==> src/hw/rtl/sbus_pkg.sv <==
// ----------------------------------------------------------------------------
// sbus_pkg
// Shared types and constants for the sbus frame decoder.
// ----------------------------------------------------------------------------
`default_nettype none

package sbus_pkg;

  localparam int unsigned CHAN_BITS = 11;
  localparam int unsigned NUM_CHAN  = 16;
  localparam int unsigned CHAN_IDX_W = $clog2(NUM_CHAN);
  localparam int unsigned BIT_CNT_W  = $clog2(CHAN_BITS);
  localparam int unsigned POS_W      = 5;

  localparam logic [POS_W-1:0] POS_HUNT       = 5'd0;
  localparam logic [POS_W-1:0] POS_FIRST_DATA = 5'd1;
  localparam logic [POS_W-1:0] POS_LAST_DATA  = 5'd22;
  localparam logic [POS_W-1:0] POS_FLAG       = 5'd23;

  localparam logic [BIT_CNT_W-1:0] BIT_LAST = BIT_CNT_W'(CHAN_BITS - 1);
  localparam logic [CHAN_IDX_W-1:0] CHAN_LAST = CHAN_IDX_W'(NUM_CHAN - 1);

  localparam logic [1:0] CFG_HEADER     = 2'd0;
  localparam logic [1:0] CFG_FOOTER     = 2'd1;
  localparam logic [1:0] CFG_ALT_FOOTER = 2'd2;

  localparam logic [7:0] HEADER_RESET     = 8'h0F;
  localparam logic [7:0] FOOTER_RESET     = 8'h00;
  localparam logic [3:0] ALT_FOOTER_RESET = 4'h4;

  typedef enum logic [1:0] {
    ST_IDLE,
    ST_SHIFT,
    ST_EMIT
  } state_t;

endpackage

`default_nettype wire

==> src/hw/rtl/sbus_frame_decoder_top.sv <==
// ----------------------------------------------------------------------------
// sbus_frame_decoder_top
// Frame decoder: hunts for the header, unpacks 22 data bytes bit-serially
// into sixteen 11-bit channels, checks the footer and streams the channels.
// ----------------------------------------------------------------------------
//  channel  | direction | handshake           | payload
//  in       | input     | in_valid/in_stall   | rx_byte
//  out      | output    | out_valid/out_stall | channel_index, channel_value, flags
//  cfg      | input     | cfg_write           | cfg_index, cfg_data
//
//  a data byte is transferred in idle, then shifted bit by bit through the bit shifter
//  any other byte is taken in idle alone; a good footer starts the emit of all 16 channels, held by out_stall
//  results go out one per cycle while out_stall is low
//  in_stall is high while the shifter or the emit sequencer is busy
//  rst is synchronous; configuration returns to header 0x0F, footer 0x00, alt 0x4
// ----------------------------------------------------------------------------
`default_nettype none

module sbus_frame_decoder_top (
  input  wire logic        clk,
  input  wire logic        rst,
  input  wire logic        in_valid,
  output logic             in_stall,
  input  wire logic [7:0]  rx_byte,
  output logic             out_valid,
  input  wire logic        out_stall,
  output logic [3:0]       channel_index,
  output logic [10:0]      channel_value,
  output logic             digital_one,
  output logic             digital_two,
  output logic             frame_lost,
  output logic             fail_safe,
  output logic             last_channel,
  input  wire logic        cfg_write,
  input  wire logic [1:0]  cfg_index,
  input  wire logic [7:0]  cfg_data
);

  sbus_pkg::state_t state, state_next;

  logic [7:0] header_reg;
  logic [7:0] footer_reg;
  logic [3:0] alt_footer_reg;

  logic [sbus_pkg::POS_W-1:0]      byte_position, byte_position_next;
  logic [7:0]                      byte_sr, byte_sr_next;
  logic [2:0]                      shift_cnt, shift_cnt_next;
  logic [sbus_pkg::CHAN_BITS-1:0]  chan_sr, chan_sr_next;
  logic [sbus_pkg::BIT_CNT_W-1:0]  bit_cnt, bit_cnt_next;
  logic [sbus_pkg::CHAN_IDX_W-1:0] chan_cnt, chan_cnt_next;
  logic [sbus_pkg::CHAN_IDX_W-1:0] emit_idx, emit_idx_next;
  logic [3:0]                      flag_reg, flag_reg_next;
  logic                            out_valid_next;

  logic [sbus_pkg::CHAN_BITS-1:0] chan_mem [sbus_pkg::NUM_CHAN];

  logic in_xfer;
  logic out_xfer;
  logic load;
  logic mem_we;
  logic footer_ok;

  assign in_xfer   = in_valid && !in_stall;
  assign out_xfer  = out_valid && !out_stall;
  assign footer_ok = (rx_byte == footer_reg) || (rx_byte[3:0] == alt_footer_reg);

  always_ff @(posedge clk) begin
    if (rst) begin
      header_reg     <= sbus_pkg::HEADER_RESET;
      footer_reg     <= sbus_pkg::FOOTER_RESET;
      alt_footer_reg <= sbus_pkg::ALT_FOOTER_RESET;
    end else if (cfg_write) begin
      case (cfg_index)
        sbus_pkg::CFG_HEADER:     header_reg     <= cfg_data;
        sbus_pkg::CFG_FOOTER:     footer_reg     <= cfg_data;
        sbus_pkg::CFG_ALT_FOOTER: alt_footer_reg <= cfg_data[3:0];
        default: ;
      endcase
    end
  end

  always_comb begin
    state_next         = state;
    byte_position_next = byte_position;
    byte_sr_next       = byte_sr;
    shift_cnt_next     = shift_cnt;
    chan_sr_next       = chan_sr;
    bit_cnt_next       = bit_cnt;
    chan_cnt_next      = chan_cnt;
    emit_idx_next      = emit_idx;
    flag_reg_next      = flag_reg;
    out_valid_next     = out_valid && !out_xfer;
    in_stall           = 1'b1;
    load               = 1'b0;
    mem_we             = 1'b0;

    case (state)
      sbus_pkg::ST_IDLE: begin
        in_stall = 1'b0;
        if (in_xfer) begin
          if (byte_position == sbus_pkg::POS_HUNT) begin
            if (rx_byte == header_reg) begin
              byte_position_next = sbus_pkg::POS_FIRST_DATA;
              bit_cnt_next       = '0;
              chan_cnt_next      = '0;
            end
          end else if (byte_position <= sbus_pkg::POS_LAST_DATA) begin
            byte_sr_next       = rx_byte;
            shift_cnt_next     = '0;
            byte_position_next = byte_position + 5'd1;
            state_next         = sbus_pkg::ST_SHIFT;
          end else if (byte_position == sbus_pkg::POS_FLAG) begin
            flag_reg_next      = rx_byte[3:0];
            byte_position_next = byte_position + 5'd1;
          end else begin
            byte_position_next = sbus_pkg::POS_HUNT;
            if (footer_ok) begin
              emit_idx_next = '0;
              state_next    = sbus_pkg::ST_EMIT;
            end
          end
        end
      end

      sbus_pkg::ST_SHIFT: begin
        // lsb-first bit into the channel shifter
        chan_sr_next   = {byte_sr[0], chan_sr[sbus_pkg::CHAN_BITS-1:1]};
        byte_sr_next   = {1'b0, byte_sr[7:1]};
        shift_cnt_next = shift_cnt + 3'd1;
        if (bit_cnt == sbus_pkg::BIT_LAST) begin
          mem_we        = 1'b1;
          bit_cnt_next  = '0;
          chan_cnt_next = chan_cnt + 4'd1;
        end else begin
          bit_cnt_next = bit_cnt + 4'd1;
        end
        if (shift_cnt == 3'd7) begin
          state_next = sbus_pkg::ST_IDLE;
        end
      end

      sbus_pkg::ST_EMIT: begin
        load = !out_valid || !out_stall;
        if (load) begin
          out_valid_next = 1'b1;
          emit_idx_next  = emit_idx + 4'd1;
          if (emit_idx == sbus_pkg::CHAN_LAST) begin
            state_next = sbus_pkg::ST_IDLE;
          end
        end
      end

      default: begin
        state_next = sbus_pkg::ST_IDLE;
      end
    endcase
  end

  always_ff @(posedge clk) begin
    if (rst) begin
      state         <= sbus_pkg::ST_IDLE;
      byte_position <= sbus_pkg::POS_HUNT;
      shift_cnt     <= '0;
      bit_cnt       <= '0;
      chan_cnt      <= '0;
      emit_idx      <= '0;
      out_valid     <= 1'b0;
    end else begin
      state         <= state_next;
      byte_position <= byte_position_next;
      shift_cnt     <= shift_cnt_next;
      bit_cnt       <= bit_cnt_next;
      chan_cnt      <= chan_cnt_next;
      emit_idx      <= emit_idx_next;
      out_valid     <= out_valid_next;
    end
  end

  always_ff @(posedge clk) begin
    byte_sr  <= byte_sr_next;
    chan_sr  <= chan_sr_next;
    flag_reg <= flag_reg_next;
  end

  always_ff @(posedge clk) begin
    if (mem_we) begin
      chan_mem[chan_cnt] <= chan_sr_next;
    end
  end

  always_ff @(posedge clk) begin
    if (load) begin
      channel_value <= chan_mem[emit_idx];
      channel_index <= emit_idx;
      last_channel  <= (emit_idx == sbus_pkg::CHAN_LAST);
      digital_one   <= flag_reg[0];
      digital_two   <= flag_reg[1];
      frame_lost    <= flag_reg[2];
      fail_safe     <= flag_reg[3];
    end
  end

  a_rise_from_emit: assert property (@(posedge clk) disable iff (rst)
    $rose(out_valid) |-> $past(state) == sbus_pkg::ST_EMIT)
    else $error("result appeared outside emit");

  a_last_index: assert property (@(posedge clk) disable iff (rst)
    out_valid && last_channel |-> channel_index == sbus_pkg::CHAN_LAST)
    else $error("last flag on wrong channel");

  a_frame_complete: assert property (@(posedge clk) disable iff (rst)
    state == sbus_pkg::ST_EMIT |-> chan_cnt == '0 && bit_cnt == '0)
    else $error("emit with partial frame");

  a_index_step: assert property (@(posedge clk) disable iff (rst)
    out_xfer && !last_channel |=>
      out_valid && channel_index == $past(channel_index) + 4'd1)
    else $error("channel sequence broken");

endmodule

`default_nettype wire
==> config.mk <==
export PLATFORM = sky130hd
export DESIGN_NAME = sbus_frame_decoder_top
export DESIGN_NICKNAME = d
export VERILOG_FILES = /design/src/hw/rtl/sbus_pkg.sv /design/src/hw/rtl/sbus_frame_decoder_top.sv
export SDC_FILE = /design/constraint.sdc
export NUM_CORES = 1
export LEC_CHECK = 0
export BUFFER_PORTS_ARGS = -buffer_cell sky130_fd_sc_hd__buf_4
export CAP_MARGIN = 10
export CORE_ASPECT_RATIO = 1.1
export CORE_MARGIN = 1.5
export CORE_UTILIZATION = 40
export CTS_BUF_LIST = sky130_fd_sc_hd__clkbuf_4 sky130_fd_sc_hd__clkbuf_8 sky130_fd_sc_hd__clkbuf_16
export DETAILED_ROUTE_END_ITERATION = 12
export MAX_ROUTING_LAYER = met4
export PLACE_DENSITY = 0.63
export SLEW_MARGIN = 10
export SYNTH_ARGS = -nofsm -noshare
export SYNTH_HDL_FRONTEND = slang
export SYNTH_SLANG_ARGS = --single-unit
==> constraint.sdc <==
create_clock -name clk -period 2.5 [get_ports clk]
set_clock_uncertainty 0.2 [all_clocks]
set_input_delay 0.375 -clock clk [delete_from_list [all_inputs] [get_ports clk]]
set_output_delay 0.375 -clock clk [all_outputs]
set_load 0.01 [all_outputs]
==> results by group, run 1 <==
Synthesis
  • Synth warnings: 0
  • Syn Inst Count: approximately 670
  • EDFF count, synth: about 210
  • Synth Register Bits: ~260
  • Top-area cell type share of the netlist area: 59.4%
  • Async set-reset flop share out of synthesis: 0%
  • Sequential area share after synthesis: 69.7%
  • Mean Syn Cell Area: 15.8 um^2
  • Synth unique cells: 60
  • Mapped Nets: roughly 700
  • Leading area contributor after synthesis: edfxtp_1
  • Synth top area cells: edfxtp_1 59%, dfxtp_1 10%, mux4_2 9.4%
  • Top-count cell post-synth: edfxtp_1
  • Ranking of synthesized cells by instance count: 208 x edfxtp_1, 69 x nand2_1, 54 x dfxtp_1, 44 x mux4_2, 41 x nor2_1
  • Predominant post-synthesis flop cell: edfxtp_1
  • Post-Syn Area: roughly 11000 um^2

Floorplanning
  • IO Count: 45
  • Cell row count: 62
  • Die height: roughly 170 um
  • Die area: approximately 27000 um^2
  • Initial Utilization: between 40% and 50%
  • CORE AREA: 26000 um^2
  • Overall die width: between 150 and 200 um

Clock network
  • # H-tree levels: 1
  • CTS buffer count: 27
  • Clk_lat worst skew: roughly 0.53 ns
  • Root Driver: clkbuf_16
  • Clock sink count: approximately 260
  • CTS tree: built
  • Clock transition at path regs: 0.06 ns
  • CTS Buffer Depth: 3
  • Postcts setup bufs: 0
  • # resized after CTS: 0
  • Hold_buf cts: 17

Worst setup path
  • CP Capture Type: register
  • Crit path launch type: register
  • RR Endpoint: byte_sr[0]
  • Critical path class: reg2reg
  • Data required time of the worst path: roughly 2.5 ns
  • Flop2flop setup slack: between 0.15 and 0.2 ns
  • CP max stage delay: ~0.56 ns
  • Critical R2R Launch: byte_position[1]
  • CP Max Fanout: 8
  • Slowest CP cell: nor2_1
  • Worst EP arrival: between 2 and 2.5 ns
  • CP Cell Sequence: ha_1 > and3b_1 > o21ai_1 > a31oi_2 > nor2_1
  • Crit path launch: byte_position[1]
  • Reg2Reg Depth: 5

STA
  • Final min period: 2.32 ns
  • Endpoints failing hold: 0
  • Setup TNS: 0 ns
  • RSZ-0062 raised after global routing: no
  • Max Fclk: ~430 MHz
  • Max-slew violation count: 0
  • Actual slew at the worst max-slew pin: roughly 0.70 ns
  • Rel. slew slack: between 50 and 60%
  • Hold_ws: ~0.084 ns
  • Final worst-path cycle share: a little over 90%
  • Final setup fails: 0

Placement
  • Port Buffers: 44
  • RePlAce Congestion: 0.835
  • Instance area at placement: 11500 um^2
  • Post-DP HPWL: about 14000 um

Route
  • Vias per cell: 5.23
  • Avg WL per Cell: roughly 19 um
  • Pre-Repair DR Iteration Count: 5
  • Iter 0 DRT Violations: about 420
  • Antenna Nets Post-Route: 0
  • Routed wire length: ~21000 um
  • Via count: 5921
  • DRC viols: 0

Cells and area
  • Number of flip-flops in the largest register: ~180
  • Largest regs: chan_mem (176), chan_sr (11), channel_value (11)
  • Synth-to-Final Area Change: 19.5%
  • N_diodes: 0
  • Nets@finish: 796
  • Layout cell share with drive strength beyond 1: 23.9%
  • Util after Layout: just under 50%
  • Top reg by flops: chan_mem
  • Final design instance area without fill: about 13000 um^2

GRT
  • First-pass GRT wire length: about 34000 um
  • GR Util All Layers: 16.6%
  • Pin count of the biggest net entering global routing: 50
  • Vias in the first global route: 6212
  • Initial antenna violation count: 0
  • GR Overflow Total: 0

Hold path
  • Worst Hold Launch: rst
  • Worst hold path type: in2reg
  • WHS Path Cells: 2
  • Hold EP: byte_position[3]

Power
  • Register share of total power: about half
  • Sw Ratio: a little under a fifth
  • Gate power share: approximately 1.8%
  • Internal power: roughly 7.3 mW
  • Worst VDD drop: 0.491 mV
  • Pwr dens: approximately 700 nW/um^2
  • Leakage: ~4.6 nW
  • Net Switching: approximately 1.7 mW
  • Clk network pwr share: 46.4%

Run status
  • Outcome: finished clean

Run
  • Max Cap Viol: 0
power by group through the flow:
| stage | Combinational, mW | Sequential (mW) | Clock [mW] |
|---|---|---|---|
| after global placement | 0.133 | 4.76 | 0 |
| after CTS | 0.161 | 4.67 | 4.24 |
| final | 0.160 | 4.67 | 4.17 |
| after floorplan | 0.0767 | 4.76 | 0 |
| after detailed placement | 0.139 | 4.76 | 0 |
| after global routing | 0.175 | 4.67 | 4.42 |
cells by family after synthesis:
group	after synthesis	share of synthesized area [%]
flip-flops	262	69.7
AO/OA/AOI/OAI	77	4.82
multiplexers	69	11.8
XOR/XNOR	21	1.75
AND/OR/NAND/NOR	184	8.74
adder cells (fa/ha/maj)	12	1.43
buffers and inverters	42	1.81
worst max-delay path: cells and delay by family, from the launching register on:
kind,cells,cell delay [ns]
compound gates,2,0.33
fa+ha+maj,1,0.23
flops,1,0.45
simple gates,2,0.74
through the flow:
stage | setup WS, ns | total power [mW] | std cells
floorplan | 0.0496 | 4.84 | 667
global placement | 0.239 | 4.89 | 1067
detailed placement | 0.160 | 4.90 | 1067
CTS | 0.161 | 9.07 | 1133
global route | 0.0155 | 9.26 | 1133
finish | 0.177 | 9.00 | 1133
worst max-delay path by stage:
stage | to | cells after the start | slack [ns]
after detailed placement | byte_sr[6] | 5 | 0.16
after CTS | byte_sr[6] | 5 | 0.16
after global routing | byte_sr[0] | 5 | 0.02
after global placement | bit_cnt[3] | 6 | 0.24
after floorplan | chan_mem[3][0] | 6 | 0.05
final | byte_sr[0] | 5 | 0.18
layout by cell type (no fill, tap or decap), drive strengths merged, types with 2 or more instances in the layout:
master | synthesis | routed
or3 | 3 | 3
nor4 | 2 | 2
o41ai | 2 | 2
ha | 12 | 12
mux2i | 25 | 25
xnor2 | 12 | 12
bufinv | 0 | 4
nor2 | 43 | 43
clkinv | 0 | 4
nand2b | 6 | 6
nor3 | 9 | 9
clkbuf | 19 | 38
dfxtp | 54 | 54
nand4 | 5 | 5
buf | 15 | 82
a22oi | 2 | 2
nor2b | 18 | 18
nand3b | 7 | 7
edfxtp | 208 | 208
o211ai | 2 | 2
a211o | 6 | 6
inv | 8 | 10
nand3 | 7 | 7
a31oi | 3 | 3
nand2 | 70 | 70
a211oi | 14 | 14
a21oi | 26 | 26
nor3b | 3 | 3
mux4 | 44 | 44
xor2 | 9 | 9
o21ai | 12 | 12
dlygate4sd3 | 0 | 17
nand4b | 2 | 2
layout make-up:
| class | instances | area [um^2] |
|---|---|---|
| fill | 2161 | 13400 |
| multi-input combinational | 363 | 3010 |
| clock inverter | 11 | 164 |
| sequential | 262 | 7330 |
| inverter | 8 | 30.0 |
| clock buffer | 38 | 771 |
| timing repair buffer | 99 | 823 |
| tap | 352 | 440 |
metal layers:
layer  up-vias  part of all wire, %  wire length, um  track usage, %
met5         -                    0                0               -
met4         0                  2.3              494            4.99
met3        38                  4.5              956            2.13
met2       164                   51            10800            28.3
met1      2987                   42             8900            20.5
li1       2732                    -                -               -
(Power assumes the default switching activity.)
==> inputs of run 2 (changes only) <==
--- a/config.mk
+++ b/config.mk
@@ -7,7 +7,7 @@
 export LEC_CHECK = 0
 export BUFFER_PORTS_ARGS = -buffer_cell sky130_fd_sc_hd__buf_4
 export CAP_MARGIN = 10
-export CORE_ASPECT_RATIO = 1.1
+export CORE_ASPECT_RATIO = 0.5
 export CORE_MARGIN = 1.5
 export CORE_UTILIZATION = 40
 export CTS_BUF_LIST = sky130_fd_sc_hd__clkbuf_4 sky130_fd_sc_hd__clkbuf_8 sky130_fd_sc_hd__clkbuf_16
==> constraint.sdc (replaced) <==
create_clock -name clk -period 2.5 [get_ports clk]
set_clock_uncertainty 0.2 [all_clocks]
set_input_delay 0.375 -clock clk [delete_from_list [all_inputs] [get_ports clk]]
set_output_delay 0.375 -clock clk [all_outputs]
set_load 0.1 [all_outputs]
==> results by group, run 2 (synthesized netlist as in run 1, its figures left out) <==
Floorplanning
  • CORE AREA: 25500 um^2
  • Initial Utilization: about two fifths
  • Overall die width: approximately 230 um
  • Cell row count: 41
  • IO Count: 45
  • Die area: ~27000 um^2
  • Die height: ~120 um

Cells and area
  • Commonest non-fill, non-tap cells in the layout: 208 x edfxtp_1, 82 x buf_4, 69 x nand2_1
  • N_diodes: 0
  • Nets@finish: approximately 800
  • Multi-input gate area: between 3000 and 4000 um^2
  • Final design instance area without fill: 12500 um^2
  • Number of flip-flops in the largest register: 176
  • Largest regs: chan_mem (176), chan_sr (11), channel_value (11)
  • Final Instance Count excl. Fillers: ~1.1k
  • Synth-to-Final Area Change: 18.8%
  • Register Area: approximately 7300 um^2
  • Most common cell after layout, fill and taps aside: edfxtp_1
  • Layout cell share with drive strength beyond 1: 23.3%
  • Top reg by flops: chan_mem
  • Fillers: between 2k and 2.5k

STA
  • Endpoints failing hold: 0
  • Final min period: roughly 2.2 ns
  • Actual slew at the worst max-slew pin: 0.620 ns
  • Final worst-path cycle share: roughly nine tenths
  • Setup WS post-layout: 0.259 ns
  • RSZ-0062 raised after global routing: no
  • Rel. slew slack: 58.5%
  • Setup TNS: 0 ns
  • Max Fclk: ~450 MHz
  • Final setup fails: 0
  • Max-slew violation count: 0

Worst setup path
  • Worst EP arrival: approximately 2.4 ns
  • Critical path class: in2reg
  • Crit path launch type: input port
  • CP Capture Type: register
  • CP Max Fanout: 6
  • Data required time of the worst path: about 2.7 ns

Route
  • DRC viols: 0
  • Antenna Nets Post-Route: 0
  • Iter 0 DRT Violations: about 430
  • Via count: 5804
  • Routed wire length: 20500 um
  • Vias per cell: 5.15
  • Avg WL per Cell: around 18 um
  • Pre-Repair DR Iteration Count: 5

GRT
  • Initial antenna violation count: 0
  • GR Util All Layers: between 10% and 20%
  • First-pass GRT wire length: between 30000 and 40000 um
  • GR Overflow Total: 0
  • Vias in the first global route: between 5k and 6k
  • Pin count of the biggest net entering global routing: 50

Power
  • Net Switching: approximately 1.7 mW
  • Gate power share: about 1.8%
  • Pwr dens: ~700 nW/um^2
  • Worst VDD drop: 0.537 mV
  • Power Total: 8.62 mW
  • Sw Ratio: approximately 20%
  • Register share of total power: approximately 54%
  • Clk network pwr share: 44.1%
  • Leakage: around 4.6 nW
  • Internal power: a little under 7 mW

Clock network
  • Clock transition at path regs: about 0.06 ns
  • CTS buffer count: 25
  • # resized after CTS: 0
  • # H-tree levels: 1
  • Root Driver: clkbuf_16
  • CTS Buffer Depth: 3
  • Clk_lat worst skew: roughly 0.54 ns
  • Clock sink count: 262
  • CTS tree: built

Placement
  • Port Buffers: between 40 and 50
  • Post-DP HPWL: 13000 um
  • Instance area at placement: ~11000 um^2
  • Dpl ws: slightly below 0.09 ns
  • Placed Cells: between 1k and 1.5k
  • RePlAce Congestion: between 0.7 and 0.8

Run status
  • Outcome: finished clean

Run
  • Max Cap Viol: 0

Hold path
  • Worst hold path type: in2reg
==> run 2: cell types whose count changed in the layout (fill, tap and decap cells not counted), moves of 2 or more <==
cell | previous run | this run
clkbuf_8 | 2 | 0
clkbuf_16 | 27 | 25
clkinvlp_4 | 0 | 2
clkbuf_4 | 9 | 4
buf_4 | 79 | 82
clkinv_1 | 1 | 7
==> run 2: repair_timing <==
item	CTS	global route
hold endpoints to repair	32	0
buffers inserted	0	6
setup endpoints to repair	0	2
hold buffers	17	0
==> run 2: power groups by stage <==
stage | clock [mW] | sequential [mW] | combinational [mW]
after floorplan | 0 | 4.76 | 0.0769
after CTS | 3.89 | 4.66 | 0.158
after global routing | 4.05 | 4.66 | 0.174
final | 3.80 | 4.66 | 0.157
after global placement | 0 | 4.76 | 0.135
after detailed placement | 0 | 4.76 | 0.137
==> run 2: critical path, stage by stage <==
cell           delay (ns)
dlygate4sd3_1        0.53
buf_4                0.16
xor2_1               0.15
nor4_2               0.37
nand4_1              0.36
nor3b_2              0.38
o32ai_1              0.11
==> run 2: layout make-up <==
type	instances	area share, %
Clock buffer	29	5.25
Tap cell	344	3.44
Clock inverter	17	1.40
Sequential cell	262	58.7
Inverter	8	0.240
Timing Repair Buffer	103	6.93
Multi-Input combinational cell	363	24.1
==> run 2: stage by stage <==
step / hold WS [ns] / utilization, %
2_1_floorplan: 0.200 / -
3_3_place_gp: 0.209 / 44.9
3_5_place_dp: 0.214 / 44.9
4_1_cts: 0.0766 / 48.8
5_1_grt: 0.113 / 49.0
6_report: 0.0950 / 49.0
==> run 2: per-layer routing <==
metal  up-vias  global-route usage [%]  part of all wire (%)
met1      2897                    22.2                    47
met2       123                    24.2                    47
met5         -                       -                     0
li1       2751                       -                     -
met4         0                    3.86                   2.0
met3        33                    2.54                   4.4
==> run 2: final timing paths <==
kind,cells past startpoint,slack (ns),to,from
setup reg to reg,6,0.29,byte_sr[4],byte_position[0]
setup / recovery,7,0.26,bit_cnt[3],rx_byte[3]
hold reg to reg,0,0.23,digital_one,flag_reg[0]
hold / removal,2,0.1,byte_position[3],rst
==> inputs of run 3 (changes only) <==
--- a/config.mk
+++ b/config.mk
@@ -9,11 +9,11 @@
 export CAP_MARGIN = 10
 export CORE_ASPECT_RATIO = 0.5
 export CORE_MARGIN = 1.5
-export CORE_UTILIZATION = 40
+export CORE_UTILIZATION = 27
 export CTS_BUF_LIST = sky130_fd_sc_hd__clkbuf_4 sky130_fd_sc_hd__clkbuf_8 sky130_fd_sc_hd__clkbuf_16
 export DETAILED_ROUTE_END_ITERATION = 12
 export MAX_ROUTING_LAYER = met4
-export PLACE_DENSITY = 0.63
+export PLACE_DENSITY = 0.48
 export SLEW_MARGIN = 10
 export SYNTH_ARGS = -nofsm -noshare
 export SYNTH_HDL_FRONTEND = slang
==> results by group, run 3 (synthesized netlist as in run 1, its figures left out) <==
Clock network
  • Root Driver: clkbuf_16
  • # H-tree levels: 1
  • CTS tree: built
  • CTS buffer count: 26
  • CTS Buffer Depth: 3
  • Clock transition at path regs: ~0.070 ns
  • Clk_lat worst skew: approximately 0.53 ns
  • Clock sink count: ~260

STA
  • Final setup fails: 0
  • Setup WS post-layout: around 0.16 ns
  • RSZ-0062 raised after global routing: no
  • Endpoints failing hold: 0
  • Max-slew violation count: 0
  • Final worst-path cycle share: ~94%
  • Max Fclk: 428 MHz
  • Actual slew at the worst max-slew pin: ~0.7 ns
  • Rel. slew slack: between 50 and 60%
  • Final min period: around 2.3 ns
  • Setup TNS: 0 ns

Route
  • Iter 0 DRT Violations: between 200 and 300
  • Via count: 5764
  • Routed wire length: 22700 um
  • DRC viols: 0
  • Avg WL per Cell: 17.5 um
  • Antenna Nets Post-Route: 0
  • Vias per cell: about 4.4
  • Pre-Repair DR Iteration Count: 4

Placement
  • Port Buffers: between 40 and 50
  • Instance area at placement: roughly 12000 um^2
  • RePlAce Congestion: 0.739
  • Dpl ws: 0.0856 ns
  • Placed Cells: between 1k and 1.5k
  • Post-DP HPWL: 14600 um

Floorplanning
  • Die area: 40200 um^2
  • Initial Utilization: between 20% and 30%
  • IO Count: 45
  • Overall die width: between 200 and 300 um
  • Cell row count: 50
  • CORE AREA: 37900 um^2
  • Die height: roughly 140 um

Hold path
  • WHS Path Cells: 2
  • Worst hold path type: in2reg
  • Hold EP: byte_position[3]
  • Worst Hold Launch: rst

Cells and area
  • Layout cell share with drive strength beyond 1: about a quarter
  • Synth-to-Final Area Change: 21.6%
  • Final Instance Count excl. Fillers: roughly 1.3k
  • Commonest non-fill, non-tap cells in the layout: 208 x edfxtp_1, 80 x buf_4, 69 x nand2_1
  • Final design instance area without fill: between 10000 and 15000 um^2
  • Largest regs: chan_mem (176), chan_sr (11), channel_value (11)
  • N_diodes: 0
  • Top reg by flops: chan_mem
  • Nets@finish: 796
  • Number of flip-flops in the largest register: about 180
  • Most common cell after layout, fill and taps aside: edfxtp_1

Worst setup path
  • Critical path class: reg2reg
  • Data required time of the worst path: 2.58 ns
  • Critical R2R Launch: emit_idx[0]
  • Worst EP arrival: approximately 2.4 ns
  • CP Capture Type: register
  • Slowest CP cell: dfxtp_4
  • Crit path launch: emit_idx[0]
  • CP Cell Sequence: buf_4 > mux4_2 > mux2i_1 > a21oi_1
  • Reg2Reg Depth: 4
  • CP max stage delay: 0.63 ns
  • CP Max Fanout: 20
  • Crit path launch type: register
  • RR Endpoint: channel_value[2]
  • Flop2flop setup slack: approximately 0.16 ns

Power
  • Pwr dens: between 700 and 800 nW/um^2
  • Worst VDD drop: ~0.47 mV
  • Leakage: 4.61 nW

GRT
  • Pin count of the biggest net entering global routing: 50
  • Initial antenna violation count: 0
  • Vias in the first global route: between 5k and 6k
  • First-pass GRT wire length: roughly 35000 um
  • GR Util All Layers: approximately an eighth
  • GR Overflow Total: 0

Run
  • Max Cap Viol: 0

Run status
  • Outcome: finished clean
==> run 3: cell type report <==
| class | instances | area [um^2] |
|---|---|---|
| Clock buffer | 30 | 681 |
| Fill cell | 3751 | 25100 |
| Sequential cell | 262 | 7330 |
| Tap cell | 520 | 651 |
| Timing Repair Buffer | 100 | 831 |
| Multi-Input combinational cell | 363 | 3010 |
| Clock inverter | 17 | 256 |
| Inverter | 8 | 30.0 |
==> run 3: through the flow <==
step	hold WS (ns)	util [%]	power (mW)
after floorplan	0.200	-	4.84
after global placement	0.207	30.8	4.90
after detailed placement	0.207	30.8	4.90
after CTS	0.0810	33.7	9.20
after global routing	0.109	33.8	9.37
final	0.0998	33.8	9.08
==> run 3: worst max-delay path by stage <==
stage | to
floorplan | chan_mem[3][0]
global placement | bit_cnt[3]
detailed placement | bit_cnt[3]
CTS | bit_cnt[3]
global route | chan_mem[3][9]
finish | channel_value[2]
==> run 3: power breakdown <==
| group | switching, mW | total (mW) | internal, mW |
|---|---|---|---|
| registers | 0.00845 | 4.66 | 4.66 |
| logic | 0.0793 | 0.160 | 0.0804 |
| clock network | 1.67 | 4.26 | 2.59 |
==> run 3: critical path: cells and delay by family, from the launching register on <==
kind | cells | cell delay, ns
compound gates | 1 | 0.11
mux | 2 | 0.82
flops | 1 | 0.63
buf+inv | 1 | 0.30
==> run 3: what timing repair did <==
action	CTS	global route
setup endpoints to repair	0	1
resized for setup	0	0
buffers inserted	0	1
hold buffers	17	0
hold endpoints to repair	33	0
==> run 3: layer usage <==
layer  GRT usage (%)  routed length [um]  vias to the layer above
met2            19.3               10900                       71
met3            2.04                 627                       32
li1                -                   -                     2738
met5               -                   0                        -
met1            15.6               10800                     2923
met4            2.48                 406                        0
